--- src/hw/rtl/lctw_pkg.sv ---
// ============================================================================
// Load-cell averaging scale: shared definitions
// Widths, reset values, register indexes, reciprocal constants and the
// structures that travel between the blocks of the scale datapath.
// ============================================================================
`default_nettype none

package lctw_pkg;

    // Window and sample format
    localparam int SAMPLES_PER_WINDOW = 30;
    localparam int SAMPLE_BITS        = 12;
    localparam int COUNT_BITS         = $clog2(SAMPLES_PER_WINDOW);
    localparam int SUM_BITS           = SAMPLE_BITS + $clog2(SAMPLES_PER_WINDOW);

    // Field widths
    localparam int AVG_BITS     = 12;
    localparam int WEIGHT_BITS  = 19;
    localparam int GAIN_BITS    = 10;
    localparam int OFFSET_BITS  = 16;
    localparam int DEAD_BITS    = 12;
    localparam int MARGIN_BITS  = 8;
    localparam int NET_BITS     = AVG_BITS + 1;
    localparam int PROD_BITS    = GAIN_BITS + AVG_BITS;
    localparam int VALUE_BITS   = PROD_BITS + 1;

    // Stream and register port widths
    localparam int S_TDATA_BITS = 16;
    localparam int M_TDATA_BITS = 32;
    localparam int APB_DATA_BITS = 32;
    localparam int APB_ADDR_BITS = 4;

    // Register reset values
    localparam logic [GAIN_BITS-1:0]   GAIN_RESET        = GAIN_BITS'(438);
    localparam logic [OFFSET_BITS-1:0] OFFSET_RESET      = OFFSET_BITS'(3601);
    localparam logic [DEAD_BITS-1:0]   DEAD_BAND_RESET   = DEAD_BITS'(20);
    localparam logic [MARGIN_BITS-1:0] TARE_MARGIN_RESET = MARGIN_BITS'(7);

    // Average: sum / SAMPLES_PER_WINDOW as a multiply by a rounded-up reciprocal
    localparam int AVG_DIV_SHIFT = 24;
    localparam longint AVG_DIV_MULT =
        ((64'd1 << AVG_DIV_SHIFT) + SAMPLES_PER_WINDOW - 1) / SAMPLES_PER_WINDOW;
    localparam int AVG_MULT_BITS = $clog2(AVG_DIV_MULT + 1);
    localparam int AVG_PROD_BITS = SUM_BITS + AVG_MULT_BITS;

    // Weight scaling: magnitude / 10 as a multiply by a rounded-up reciprocal
    localparam int WEIGHT_DIVISOR = 10;
    localparam int WEIGHT_BIAS    = 10;
    localparam int DIV10_SHIFT    = 26;
    localparam longint DIV10_MULT =
        ((64'd1 << DIV10_SHIFT) + WEIGHT_DIVISOR - 1) / WEIGHT_DIVISOR;
    localparam int DIV10_MULT_BITS = $clog2(DIV10_MULT + 1);
    localparam int DIV10_PROD_BITS = PROD_BITS + DIV10_MULT_BITS;

    // Register indexes on the configuration port
    typedef enum logic [1:0] {
        REG_GAIN        = 2'd0,
        REG_OFFSET      = 2'd1,
        REG_DEAD_BAND   = 2'd2,
        REG_TARE_MARGIN = 2'd3
    } reg_index_t;

    // Configuration seen by the datapath
    typedef struct packed {
        logic [GAIN_BITS-1:0]   gain;
        logic [OFFSET_BITS-1:0] offset_count;
        logic [DEAD_BITS-1:0]   dead_band;
        logic [MARGIN_BITS-1:0] tare_margin;
    } cfg_t;

    // One closed window, passed from the accumulator to the weigh pipeline
    typedef struct packed {
        logic [AVG_BITS-1:0] avg;
        logic                tare_req;
    } avg_item_t;

endpackage

`default_nettype wire

--- src/hw/rtl/load_cell_average_tare_weigh.sv ---
// ============================================================================
// Load-cell averaging scale with tare capture
// Averages windows of 30 ADC samples and reports either a weight or a new
// tare for each closed window.
// ============================================================================
// The block takes one 12-bit sample per cycle on the slave stream and emits
// one result per window of 30 samples on the master stream. The func flag of
// the window's last sample selects the result: 1 stores the average less the
// tare margin (clamped at zero) as the new tare and reports zero weight, 0
// reports the weight from the net count above the tare. After the sample that
// closes its window, two stages form the average with a reciprocal multiply,
// then the gain product, the offset subtraction, the divide by ten and the
// final clamp each take one registered stage. Every stage holds its item under
// back-pressure, so samples keep flowing while a result waits; only the
// window-closing sample waits when the pipeline is full. Registers are to
// be written over the APB port only while the block is idle (not enforced).
`default_nettype none

module load_cell_average_tare_weigh (
    input  wire logic                               clk,
    input  wire logic                               rst_n,
    input  wire logic                               s_tvalid,
    output logic                                    s_tready,
    input  wire logic [lctw_pkg::S_TDATA_BITS-1:0]  s_tdata,   // [11:0] sample
    input  wire logic                               s_tuser,   // [0] func
    output logic                                    m_tvalid,
    input  wire logic                               m_tready,
    output logic      [lctw_pkg::M_TDATA_BITS-1:0]  m_tdata,   // [18:0] weight,
                                                               // [30:19] average
    output logic                                    m_tuser,   // [0] tare_updated
    input  wire logic                               psel,
    input  wire logic                               penable,
    input  wire logic                               pwrite,
    input  wire logic [lctw_pkg::APB_ADDR_BITS-1:0] paddr,
    input  wire logic [lctw_pkg::APB_DATA_BITS-1:0] pwdata,
    output logic      [lctw_pkg::APB_DATA_BITS-1:0] prdata,
    output logic                                    pready
);
    import lctw_pkg::*;

    cfg_t      cfg;
    logic      avg_valid;
    logic      avg_ready;
    avg_item_t avg_item;

    // Configuration registers.
    lctw_regs u_regs (
        .clk     (clk),
        .rst_n   (rst_n),
        .psel    (psel),
        .penable (penable),
        .pwrite  (pwrite),
        .paddr   (paddr),
        .pwdata  (pwdata),
        .prdata  (prdata),
        .pready  (pready),
        .cfg     (cfg)
    );

    // Window sum and average.
    lctw_accum u_accum (
        .clk       (clk),
        .rst_n     (rst_n),
        .s_tvalid  (s_tvalid),
        .s_tready  (s_tready),
        .s_tdata   (s_tdata),
        .s_tuser   (s_tuser),
        .avg_valid (avg_valid),
        .avg_ready (avg_ready),
        .avg_item  (avg_item)
    );

    // Tare, weight conversion and result stream.
    lctw_weigh u_weigh (
        .clk       (clk),
        .rst_n     (rst_n),
        .cfg       (cfg),
        .avg_valid (avg_valid),
        .avg_ready (avg_ready),
        .avg_item  (avg_item),
        .m_tvalid  (m_tvalid),
        .m_tready  (m_tready),
        .m_tdata   (m_tdata),
        .m_tuser   (m_tuser)
    );

endmodule

`default_nettype wire

--- src/hw/rtl/lctw_regs.sv ---
// ============================================================================
// Load-cell scale configuration registers
// APB-style register file for gain, offset, dead band and tare margin.
// ============================================================================
`default_nettype none

module lctw_regs (
    input  wire logic                               clk,
    input  wire logic                               rst_n,
    input  wire logic                               psel,
    input  wire logic                               penable,
    input  wire logic                               pwrite,
    input  wire logic [lctw_pkg::APB_ADDR_BITS-1:0] paddr,
    input  wire logic [lctw_pkg::APB_DATA_BITS-1:0] pwdata,
    output logic      [lctw_pkg::APB_DATA_BITS-1:0] prdata,
    output logic                                    pready,
    output lctw_pkg::cfg_t                          cfg
);
    import lctw_pkg::*;

    cfg_t       cfg_reg;
    reg_index_t reg_index;
    logic       write_en;

    assign reg_index = reg_index_t'(paddr[3:2]);
    assign write_en  = psel && penable && pwrite && pready;
    assign pready    = 1'b1;
    assign cfg       = cfg_reg;

    // Register writes on the access phase of a write transaction.
    always_ff @(posedge clk or negedge rst_n)
    begin
        if (!rst_n)
        begin
            cfg_reg.gain         <= GAIN_RESET;
            cfg_reg.offset_count <= OFFSET_RESET;
            cfg_reg.dead_band    <= DEAD_BAND_RESET;
            cfg_reg.tare_margin  <= TARE_MARGIN_RESET;
        end
        else if (write_en)
        begin
            unique case (reg_index)
                REG_GAIN:        cfg_reg.gain         <= pwdata[GAIN_BITS-1:0];
                REG_OFFSET:      cfg_reg.offset_count <= pwdata[OFFSET_BITS-1:0];
                REG_DEAD_BAND:   cfg_reg.dead_band    <= pwdata[DEAD_BITS-1:0];
                REG_TARE_MARGIN: cfg_reg.tare_margin  <= pwdata[MARGIN_BITS-1:0];
            endcase
        end
    end

    // Read-back multiplexer.
    always_comb
    begin
        unique case (reg_index)
            REG_GAIN:        prdata = APB_DATA_BITS'(cfg_reg.gain);
            REG_OFFSET:      prdata = APB_DATA_BITS'(cfg_reg.offset_count);
            REG_DEAD_BAND:   prdata = APB_DATA_BITS'(cfg_reg.dead_band);
            REG_TARE_MARGIN: prdata = APB_DATA_BITS'(cfg_reg.tare_margin);
        endcase
    end

endmodule

`default_nettype wire

--- src/hw/rtl/lctw_accum.sv ---
// ============================================================================
// Load-cell scale window accumulator
// Sums samples over one window, then forms the window average with a
// reciprocal multiply in a two-stage registered path.
// ============================================================================
`default_nettype none

module lctw_accum (
    input  wire logic                              clk,
    input  wire logic                              rst_n,
    input  wire logic                              s_tvalid,
    output logic                                   s_tready,
    input  wire logic [lctw_pkg::S_TDATA_BITS-1:0] s_tdata,   // [11:0] sample
    input  wire logic                              s_tuser,   // [0] func
    output logic                                   avg_valid,
    input  wire logic                              avg_ready,
    output lctw_pkg::avg_item_t                    avg_item
);
    import lctw_pkg::*;

    logic [SUM_BITS-1:0]      sum_reg;
    logic [COUNT_BITS-1:0]    count_reg;
    logic [SUM_BITS-1:0]      sum_next;
    logic                     window_last;
    logic                     in_fire;

    logic                     p1_valid_reg;
    logic [SUM_BITS-1:0]      p1_sum_reg;
    logic                     p1_tare_reg;
    logic                     p1_ready;

    logic                     p2_valid_reg;
    avg_item_t                p2_item_reg;
    logic                     p2_ready;
    logic [AVG_PROD_BITS-1:0] avg_prod;

    // Handshake chain: each stage moves when the next one is empty or moving.
    assign p2_ready    = !p2_valid_reg || avg_ready;
    assign p1_ready    = !p1_valid_reg || p2_ready;
    assign window_last = (count_reg == COUNT_BITS'(SAMPLES_PER_WINDOW - 1));
    assign s_tready    = !window_last || p1_ready;
    assign in_fire     = s_tvalid && s_tready;
    assign sum_next    = sum_reg + SUM_BITS'(s_tdata[SAMPLE_BITS-1:0]);

    // Running sum and sample count of the open window.
    always_ff @(posedge clk or negedge rst_n)
    begin
        if (!rst_n)
        begin
            sum_reg   <= '0;
            count_reg <= '0;
        end
        else if (in_fire)
        begin
            if (window_last)
            begin
                sum_reg   <= '0;
                count_reg <= '0;
            end
            else
            begin
                sum_reg   <= sum_next;
                count_reg <= count_reg + 1'b1;
            end
        end
    end

    // Closed-window sum stage.
    always_ff @(posedge clk or negedge rst_n)
    begin
        if (!rst_n)
            p1_valid_reg <= 1'b0;
        else if (p1_ready)
            p1_valid_reg <= in_fire && window_last;
    end

    always_ff @(posedge clk)
    begin
        if (p1_ready && in_fire && window_last)
        begin
            p1_sum_reg  <= sum_next;
            p1_tare_reg <= s_tuser;
        end
    end

    // Average: floor(sum / window) through the rounded-up reciprocal.
    assign avg_prod = AVG_PROD_BITS'(p1_sum_reg) *
                      AVG_PROD_BITS'(AVG_DIV_MULT);

    always_ff @(posedge clk or negedge rst_n)
    begin
        if (!rst_n)
            p2_valid_reg <= 1'b0;
        else if (p2_ready)
            p2_valid_reg <= p1_valid_reg;
    end

    always_ff @(posedge clk)
    begin
        if (p2_ready && p1_valid_reg)
        begin
            p2_item_reg.avg      <= avg_prod[AVG_DIV_SHIFT +: AVG_BITS];
            p2_item_reg.tare_req <= p1_tare_reg;
        end
    end

    assign avg_valid = p2_valid_reg;
    assign avg_item  = p2_item_reg;

`ifndef SYNTHESIS
    // The window count never runs past the last sample of a window.
    a_count_range: assert property (@(posedge clk) disable iff (!rst_n)
        count_reg <= COUNT_BITS'(SAMPLES_PER_WINDOW - 1))
        else $error("sample count out of range");

    // The running sum never exceeds what the samples taken so far can add up to.
    a_sum_bound: assert property (@(posedge clk) disable iff (!rst_n)
        int'(sum_reg) <= int'(count_reg) * ((2 ** SAMPLE_BITS) - 1))
        else $error("running sum exceeds its bound");
`endif

endmodule

`default_nettype wire

--- src/hw/rtl/lctw_weigh.sv ---
// ============================================================================
// Load-cell scale weigh pipeline
// Holds the tare, forms the net count, applies gain and offset, scales by
// one tenth, clamps, and drives the result stream from an output register.
// ============================================================================
`default_nettype none

module lctw_weigh (
    input  wire logic                              clk,
    input  wire logic                              rst_n,
    input  wire lctw_pkg::cfg_t                    cfg,
    input  wire logic                              avg_valid,
    output logic                                   avg_ready,
    input  wire lctw_pkg::avg_item_t               avg_item,
    output logic                                   m_tvalid,
    input  wire logic                              m_tready,
    output logic      [lctw_pkg::M_TDATA_BITS-1:0] m_tdata,   // [18:0] weight,
                                                              // [30:19] average
    output logic                                   m_tuser    // [0] tare_updated
);
    import lctw_pkg::*;

    logic [AVG_BITS-1:0]        tare_reg;
    logic [AVG_BITS-1:0]        tare_next;
    logic signed [NET_BITS-1:0] net;
    logic                       in_dead_band;
    logic [PROD_BITS-1:0]       gain_prod;
    logic                       avg_fire;

    // Product stage
    logic                       p3_valid_reg;
    logic [PROD_BITS-1:0]       p3_prod_reg;
    logic                       p3_blank_reg;
    logic                       p3_tare_reg;
    logic [AVG_BITS-1:0]        p3_avg_reg;
    logic                       p3_ready;

    // Offset and magnitude stage
    logic                       p4_valid_reg;
    logic [PROD_BITS-1:0]       p4_mag_reg;
    logic                       p4_neg_reg;
    logic                       p4_blank_reg;
    logic                       p4_tare_reg;
    logic [AVG_BITS-1:0]        p4_avg_reg;
    logic                       p4_ready;
    logic [VALUE_BITS-1:0]      value;
    logic [VALUE_BITS-1:0]      value_abs;

    // Divide-by-ten stage
    logic                       p5_valid_reg;
    logic [WEIGHT_BITS-1:0]     p5_quot_reg;
    logic                       p5_neg_reg;
    logic                       p5_blank_reg;
    logic                       p5_tare_reg;
    logic [AVG_BITS-1:0]        p5_avg_reg;
    logic                       p5_ready;
    logic [DIV10_PROD_BITS-1:0] div_prod;

    // Output register
    logic                       out_valid_reg;
    logic [WEIGHT_BITS-1:0]     out_weight_reg;
    logic [AVG_BITS-1:0]        out_avg_reg;
    logic                       out_tare_reg;
    logic [WEIGHT_BITS:0]       weight_up;
    logic [WEIGHT_BITS-1:0]     weight_next;

    assign p5_ready  = !out_valid_reg || m_tready;
    assign p4_ready  = !p5_valid_reg || p5_ready;
    assign p3_ready  = !p4_valid_reg || p4_ready;
    assign avg_ready = p3_ready;
    assign avg_fire  = avg_valid && avg_ready;

    // Net count against the stored tare, dead-band test and gain product.
    assign net          = $signed({1'b0, avg_item.avg}) - $signed({1'b0, tare_reg});
    assign in_dead_band = (net <= $signed({1'b0, cfg.dead_band}));
    assign gain_prod    = PROD_BITS'(cfg.gain) * PROD_BITS'(net[AVG_BITS-1:0]);

    // New tare: average less the margin, clamped at zero.
    assign tare_next = (avg_item.avg > AVG_BITS'(cfg.tare_margin)) ?
                       (avg_item.avg - AVG_BITS'(cfg.tare_margin)) : '0;

    always_ff @(posedge clk or negedge rst_n)
    begin
        if (!rst_n)
            tare_reg <= '0;
        else if (avg_fire && avg_item.tare_req)
            tare_reg <= tare_next;
    end

    always_ff @(posedge clk or negedge rst_n)
    begin
        if (!rst_n)
            p3_valid_reg <= 1'b0;
        else if (p3_ready)
            p3_valid_reg <= avg_valid;
    end

    always_ff @(posedge clk)
    begin
        if (avg_fire)
        begin
            p3_prod_reg  <= gain_prod;
            p3_blank_reg <= avg_item.tare_req || in_dead_band;
            p3_tare_reg  <= avg_item.tare_req;
            p3_avg_reg   <= avg_item.avg;
        end
    end

    // Subtract the offset and split the signed value into sign and magnitude.
    assign value     = VALUE_BITS'(p3_prod_reg) - VALUE_BITS'(cfg.offset_count);
    assign value_abs = value[VALUE_BITS-1] ? (~value + 1'b1) : value;

    always_ff @(posedge clk or negedge rst_n)
    begin
        if (!rst_n)
            p4_valid_reg <= 1'b0;
        else if (p4_ready)
            p4_valid_reg <= p3_valid_reg;
    end

    always_ff @(posedge clk)
    begin
        if (p4_ready && p3_valid_reg)
        begin
            p4_mag_reg   <= value_abs[PROD_BITS-1:0];
            p4_neg_reg   <= value[VALUE_BITS-1];
            p4_blank_reg <= p3_blank_reg;
            p4_tare_reg  <= p3_tare_reg;
            p4_avg_reg   <= p3_avg_reg;
        end
    end

    // Magnitude divided by ten through the rounded-up reciprocal.
    assign div_prod = DIV10_PROD_BITS'(p4_mag_reg) * DIV10_PROD_BITS'(DIV10_MULT);

    always_ff @(posedge clk or negedge rst_n)
    begin
        if (!rst_n)
            p5_valid_reg <= 1'b0;
        else if (p5_ready)
            p5_valid_reg <= p4_valid_reg;
    end

    always_ff @(posedge clk)
    begin
        if (p5_ready && p4_valid_reg)
        begin
            p5_quot_reg  <= div_prod[DIV10_SHIFT +: WEIGHT_BITS];
            p5_neg_reg   <= p4_neg_reg;
            p5_blank_reg <= p4_blank_reg;
            p5_tare_reg  <= p4_tare_reg;
            p5_avg_reg   <= p4_avg_reg;
        end
    end

    // Add the bias with the sign restored, clamp at zero and at full scale.
    assign weight_up = (WEIGHT_BITS + 1)'(p5_quot_reg) + (WEIGHT_BITS + 1)'(WEIGHT_BIAS);

    always_comb
    begin
        if (p5_blank_reg)
            weight_next = '0;
        else if (p5_neg_reg)
        begin
            if (p5_quot_reg > WEIGHT_BITS'(WEIGHT_BIAS))
                weight_next = '0;
            else
                weight_next = WEIGHT_BITS'(WEIGHT_BIAS) - p5_quot_reg;
        end
        else if (weight_up[WEIGHT_BITS])
            weight_next = '1;
        else
            weight_next = weight_up[WEIGHT_BITS-1:0];
    end

    always_ff @(posedge clk or negedge rst_n)
    begin
        if (!rst_n)
            out_valid_reg <= 1'b0;
        else if (p5_ready)
            out_valid_reg <= p5_valid_reg;
    end

    always_ff @(posedge clk)
    begin
        if (p5_ready && p5_valid_reg)
        begin
            out_weight_reg <= weight_next;
            out_avg_reg    <= p5_avg_reg;
            out_tare_reg   <= p5_tare_reg;
        end
    end

    assign m_tvalid = out_valid_reg;
    assign m_tdata  = M_TDATA_BITS'({out_avg_reg, out_weight_reg});
    assign m_tuser  = out_tare_reg;

`ifndef SYNTHESIS
    // A tare transaction always reports zero weight.
    a_tare_zero: assert property (@(posedge clk) disable iff (!rst_n)
        (out_valid_reg && out_tare_reg) |-> (out_weight_reg == '0))
        else $error("tare result with nonzero weight");

    // The stored tare only changes when a tare window enters the pipeline.
    a_tare_write: assert property (@(posedge clk) disable iff (!rst_n)
        !$stable(tare_reg) |-> $past(avg_fire && avg_item.tare_req))
        else $error("tare changed without a tare window");
`endif

endmodule

`default_nettype wire

--- config.mk ---
export PLATFORM = sky130hd
export DESIGN_NAME = load_cell_average_tare_weigh
export DESIGN_NICKNAME = d
export VERILOG_FILES = /design/src/hw/rtl/lctw_pkg.sv /design/src/hw/rtl/load_cell_average_tare_weigh.sv /design/src/hw/rtl/lctw_regs.sv /design/src/hw/rtl/lctw_accum.sv /design/src/hw/rtl/lctw_weigh.sv
export SDC_FILE = /design/constraint.sdc
export NUM_CORES = 1
export LEC_CHECK = 0
export BUFFER_PORTS_ARGS = -buffer_cell sky130_fd_sc_hd__buf_2
export CELL_PAD_IN_SITES_DETAIL_PLACEMENT = 1
export CELL_PAD_IN_SITES_GLOBAL_PLACEMENT = 2
export CORE_MARGIN = 5
export CORE_UTILIZATION = 35
export CTS_CLUSTER_DIAMETER = 80
export DETAILED_ROUTE_END_ITERATION = 10
export HOLD_SLACK_MARGIN = 0.12
export PLACE_DENSITY = 0.81
export SYNTH_ARGS = -nofsm -noshare
export SYNTH_HDL_FRONTEND = slang
export SYNTH_SLANG_ARGS = --single-unit
--- constraint.sdc ---
create_clock -name clk -period 12.2 [get_ports clk]
set_input_delay 0 -clock clk [delete_from_list [all_inputs] [get_ports clk]]
set_output_delay 0 -clock clk [all_outputs]
set_load 0.02 [all_outputs]
==> results.md, run 1 <==
* Critical path's slowest cell: fa_1
* Final-report hold violation count at 0
* Top_reg_cell synth: edfxtp_1
* Post-Syn Instances at 2493
* Minimum clock period after layout at 7.94 ns
* Fill cells at 8260
* Max-Cap Viols at 0
* YS warnings at 0
* Pre-antenna DRT Iters at 5
* Hpwl dp at 56100 um
* Postcts setup bufs at 0
* Final worst slack at 4.26 ns
* Status: completed
* Port-buffer cells at 87
* Worst clock skew at 0.0219 ns
* DRC Markers at 0
* Fin area at 29200 um^2
* Setup crit start kind: flip-flop
* Yosys top cell area share at 19.7%
* Routed vias at 18074
* Worst EP required at 12.47 ns
* Critical path type: reg2reg
* Total global routing overflow at 0
* Initial antenna violation count at 5
* Ranking of synthesized cells by area: fa_1, edfxtp_1, ha_1
* Initial core utilization at 35.1%
* Die H at 283 um
* TritonCTS Buffers at 36
* Setup crit start: u_accum.avg_item[1]
* Largest net degree at the start of global routing at 60
* Dominant cell by count in the synthesized netlist: inv_1
* Seq/Total Area, Yosys at 27.9%
* Fin Hold WS at 0.160 ns
* Ports at 128
* Final Max Tran Viols at 0
* Layout area overhead at 11.9%
* H-tree lvl count at 2
* Dominant cell type by area after synthesis: fa_1
* Data arrival time of the worst path at 8.21 ns
* Die W at 283 um
* Average size of a mapped cell at 10.5 um^2
* Asr flop ratio synth at 33.6%
* Largest register FFs at 46
* First-pass GRT wire length at 112000 um
* Post-synth design cell area at 26100 um^2
* RSZ-0062 raised after global routing: false
* CORE AREA at 74200 um^2
* Setup TNS at 0 ns
* Sequential cell area at 7280 um^2
* FMAX at 126 MHz
* Detail Route Antenna Nets at 0
* WL/cell at 18.8 um
* Core Rows at 100
* DIE AREA at 80100 um^2
* RR Startpoint: u_accum.avg_item[1]
* CTS Buffer Depth at 3
* Final #Nets at 3338
* Unique cell type count in the Yosys netlist at 83
* Total Routing Usage GR at 17.2%
* DR vias/cell at 4.99
* Multi-input logic area at 16700 um^2
* Top post-synthesis cells by count: inv_1, ha_1, fa_1
* Placed Instance Area at 27600 um^2
* CTS tree: built
* Sinks on Clock Net at 256
* HP Start: penable
* Hold crit path type: in2reg
* Final Setup Violations at 0
* Number of synthesized flops with an enable pin at 170
* Max incr delay on CP at 0.55 ns
* Final Cycle Share at 65.1%
* Setup crit end kind: flip-flop
* Setup slack at placement at 4.30 ns
* Least-Margin Pin Slew at 1.38 ns
* Max transition margin at 7.61%
* Layout cells sized above 1 at 8.76%
* Initial DRC count at 803
* #FFs+latches synth at 256
* Worst-path clk slew at 0.06 ns
* Latest clock arrival within the worst-skew pair at 0.55 ns
* Via count of the first global-routing pass at 20471
* CP most frequent cell: fa_1
* Post-Route WL at 68100 um
* Maximum fanout along the worst path at 11
* CTS Root Cell: clkbuf_16
* GP Congestion at 0.872
## stage by stage
stage | instances | util (%)
floorplan | 2509 | -
global placement | 3514 | 37.2
detailed placement | 3514 | 37.2
CTS | 3617 | 39.3
global route | 3617 | 39.3
finish | 3619 | 39.3
## cell usage in the layout, fill, tap and decap left out, types with 65 or more instances in the layout
master	synthesis	final
edfxtp_1	170	170
a21oi_1	84	84
nand2_1	148	148
xnor2_1	74	74
o21ai_0	92	91
nor2_1	96	96
dfrtp_1	70	70
buf_2	2	86
fa_1	257	257
inv_1	485	485
and2_1	66	65
ha_1	399	399
## final cells by class
class	instances	share of cell area, %
repair buffers	141	3.26
inverters	485	6.24
clock inverters	17	0.635
multi-input cells	1702	57.3
diodes	2	0.0172
flip-flops and latches	256	24.9
well taps	969	4.16
clock buffers	47	3.44
## per-layer routing
layer / global-route usage, % / wire length (um) / vias to the layer above / share of wire (%)
li1: - / - / 8575 / -
met1: 22.6 / 30500 / 9197 / 45
met2: 30.5 / 33800 / 227 / 50
met3: 1.92 / 2120 / 75 / 3.1
met4: 4.16 / 1640 / 0 / 2.4
met5: 0 / 0 / - / 0
## timing repair
item / CTS / global route
endpoints found under the hold margin: 153 / 0
hold buffers: 39 / 0
resized for setup: 0 / 0
## critical path, delay by kind of cell, from the launching register on
kind,cells,cell delay [ns]
AOI/OAI and AO/OA,12,2.68
adders and majority gates,8,3.49
buffers and inverters,6,0.58
and+or+nand+nor,4,0.51
DFF,1,0.39
## worst paths after layout
path | endpoint | depth (start not counted) | slack (ns)
worst min-delay path | u_regs.cfg[29] | 5 | 0.16
min in group asynchronous | u_accum.count_reg[0] | 4 | 0.60
worst min register to register | u_weigh.p4_avg_reg[11] | 0 | 0.41
worst max-delay path | u_weigh.p3_prod_reg[20] | 30 | 4.26
max in group asynchronous | u_regs.cfg[34] | 4 | 10.68
worst max register to register | u_weigh.p3_prod_reg[20] | 30 | 4.26
## logic make-up after synthesis
| logic type | count (synthesis) | share of synthesized area, % |
|---|---|---|
| xor+xnor | 112 | 3.76 |
| simple gates | 504 | 9.67 |
| compound gates | 377 | 9.73 |
| fa+ha+maj | 656 | 38.9 |
| buf+inv | 551 | 8.20 |
| other cells | 2 | 0.0288 |
| mux | 35 | 1.82 |
| flops | 256 | 27.9 |
Power of run 1 is not shown: default switching activity piles up to over one toggle a cycle in this logic, so the estimate is an artifact.
==> run 2, diff against run 1 <==
==> constraint.sdc (replaced) <==
create_clock -name clk -period 8.1 [get_ports clk]
set_input_delay 0 -clock clk [delete_from_list [all_inputs] [get_ports clk]]
set_output_delay 0 -clock clk [all_outputs]
set_load 0.02 [all_outputs]
==> run 2 against run 1 <==
Effect of this change: non-clock buffer count grew 16; die area is the same; worst hold slack gained 0.024 ns; sequential share of layout area shrank 0.11 points; critical path type unchanged.
==> results.md, run 2 (same netlist as run 1, synthesis figures left out) <==
* Status: completed
* Initial DRC count at 771
* H-tree lvl count at 1
* WL/cell at 19.0 um
* Setup crit start: u_accum.avg_item[1]
* Minimum clock period after layout at 7.63 ns
* Max incr delay on CP at 0.58 ns
* First-pass GRT wire length at 112000 um
* DRC Markers at 0
* Port-buffer cells at 87
* FMAX at 131 MHz
* Largest net degree at the start of global routing at 71
* Via count of the first global-routing pass at 20668
* Total Routing Usage GR at 17.1%
* Die H at 283 um
* Final Setup Violations at 0
* Total global routing overflow at 0
* Postcts setup bufs at 0
* Final-report hold violation count at 0
* Sequential cell area at 7280 um^2
* Die W at 283 um
* DR vias/cell at 5.00
* Final Cycle Share at 94.1%
* Worst EP required at 8.45 ns
* Multi-input logic area at 16700 um^2
* Initial antenna violation count at 3
* Most frequent cells in the layout: inv_1, ha_1, fa_1
* RR Startpoint: u_accum.avg_item[1]
* Pre-antenna DRT Iters at 5
* CTS Buffer Depth at 3
* Core Rows at 100
* Detail Route Antenna Nets at 0
* Worst clock skew at 0.0125 ns
* Worst reg2reg path depth at 29
* Setup crit end: u_weigh.p3_prod_reg[20]
* Post-Route WL at 68800 um
* Hpwl dp at 56900 um
* Worst-path clk slew at 0.06 ns
* Layout area overhead at 12.4%
* Data arrival time of the worst path at 7.97 ns
* CP most frequent cell: fa_1
* DIE AREA at 80100 um^2
* Layout cells sized above 1 at 8.92%
* Max transition margin at 27.6%
* CORE AREA at 74200 um^2
* Routed vias at 18154
* TritonCTS Buffers at 31
* Setup crit start kind: flip-flop
* Initial core utilization at 35.1%
* Largest register FFs at 46
* RSZ-0062 raised after global routing: false
* Setup TNS at 0 ns
* Final #Nets at 3349
* Commonest non-fill, non-tap cell in the layout: inv_1
* Sinks on Clock Net at 256
* Final Max Tran Viols at 0
* Maximum fanout along the worst path at 4
* Fill cells at 8249
* Setup crit end kind: flip-flop
* Max-Cap Viols at 0
* R2r setup slk at 0.47 ns
* Critical path's slowest cell: fa_1
* Hold crit path type: in2reg
* CTS Root Cell: clkbuf_16
* GP Congestion at 0.886
* Latest clock arrival within the worst-skew pair at 0.61 ns
* Least-Margin Pin Slew at 1.08 ns
* Critical path type: reg2reg
* CTS tree: built
* FF-to-FF End: u_weigh.p3_prod_reg[20]
* Ports at 128
==> run 2: how the worst min path moves through the flow <==
stage	startpoint	end	slack [ns]	cells after the start
floorplan	rst_n	u_accum.avg_valid	-0.30	0
global placement	rst_n	u_accum.sum_reg[2]	-0.12	1
detailed placement	rst_n	u_accum.sum_reg[2]	-0.11	1
CTS	s_tuser	u_accum.p1_tare_reg	0.13	2
global route	s_tuser	u_accum.p1_tare_reg	0.16	2
finish	pwdata[15]	u_regs.cfg[35]	0.18	4
==> run 2: metrics by stage <==
stage / setup WS (ns) / cells / utilization (%) / hold WS (ns) / cell area [um^2]
floorplan: 0.802 / 2509 / - / -0.296 / 26100
global placement: 0.583 / 3518 / 37.2 / -0.116 / 27600
detailed placement: 0.308 / 3518 / 37.2 / -0.115 / 27600
CTS: 0.274 / 3627 / 39.5 / 0.128 / 29300
global route: 0.0512 / 3627 / 39.5 / 0.162 / 29300
finish: 0.474 / 3629 / 39.5 / 0.184 / 29300
==> run 2: final cells by class <==
class                           count  area share, %
Clock inverter                     19          0.965
Multi-Input combinational cell   1702           57.1
Sequential cell                   256           24.8
Antenna cell                        2         0.0171
Clock buffer                       39           3.03
Timing Repair Buffer              157           3.72
Tap cell                          969           4.14
Inverter                          485           6.21
==> run 2: per-layer routing <==
| metal | up-vias | wire [um] | track usage (%) |
|---|---|---|---|
| met5 | - | 13 | 0 |
| met4 | 2 | 1760 | 4.18 |
| met3 | 89 | 2480 | 2.42 |
| met2 | 231 | 34100 | 30.5 |
| met1 | 9241 | 30400 | 22.1 |
| li1 | 8591 | - | - |
==> run 2: repair_timing <==
item                                    in CTS  in global routing
hold buffers                                51                  0
gates resized for setup                      0                  2
endpoints found under the setup margin       0                  4
endpoints found under the hold margin      154                  0
==> run 2: worst max-delay path: cells and delay by family, from the launching register on <==
family	cells	cell delay, ns
fa+ha+maj	8	3.58
compound gates	12	2.59
simple gates	4	0.50
flops	1	0.38
buf+inv	5	0.32
Power of run 2 is left out for the same reason.
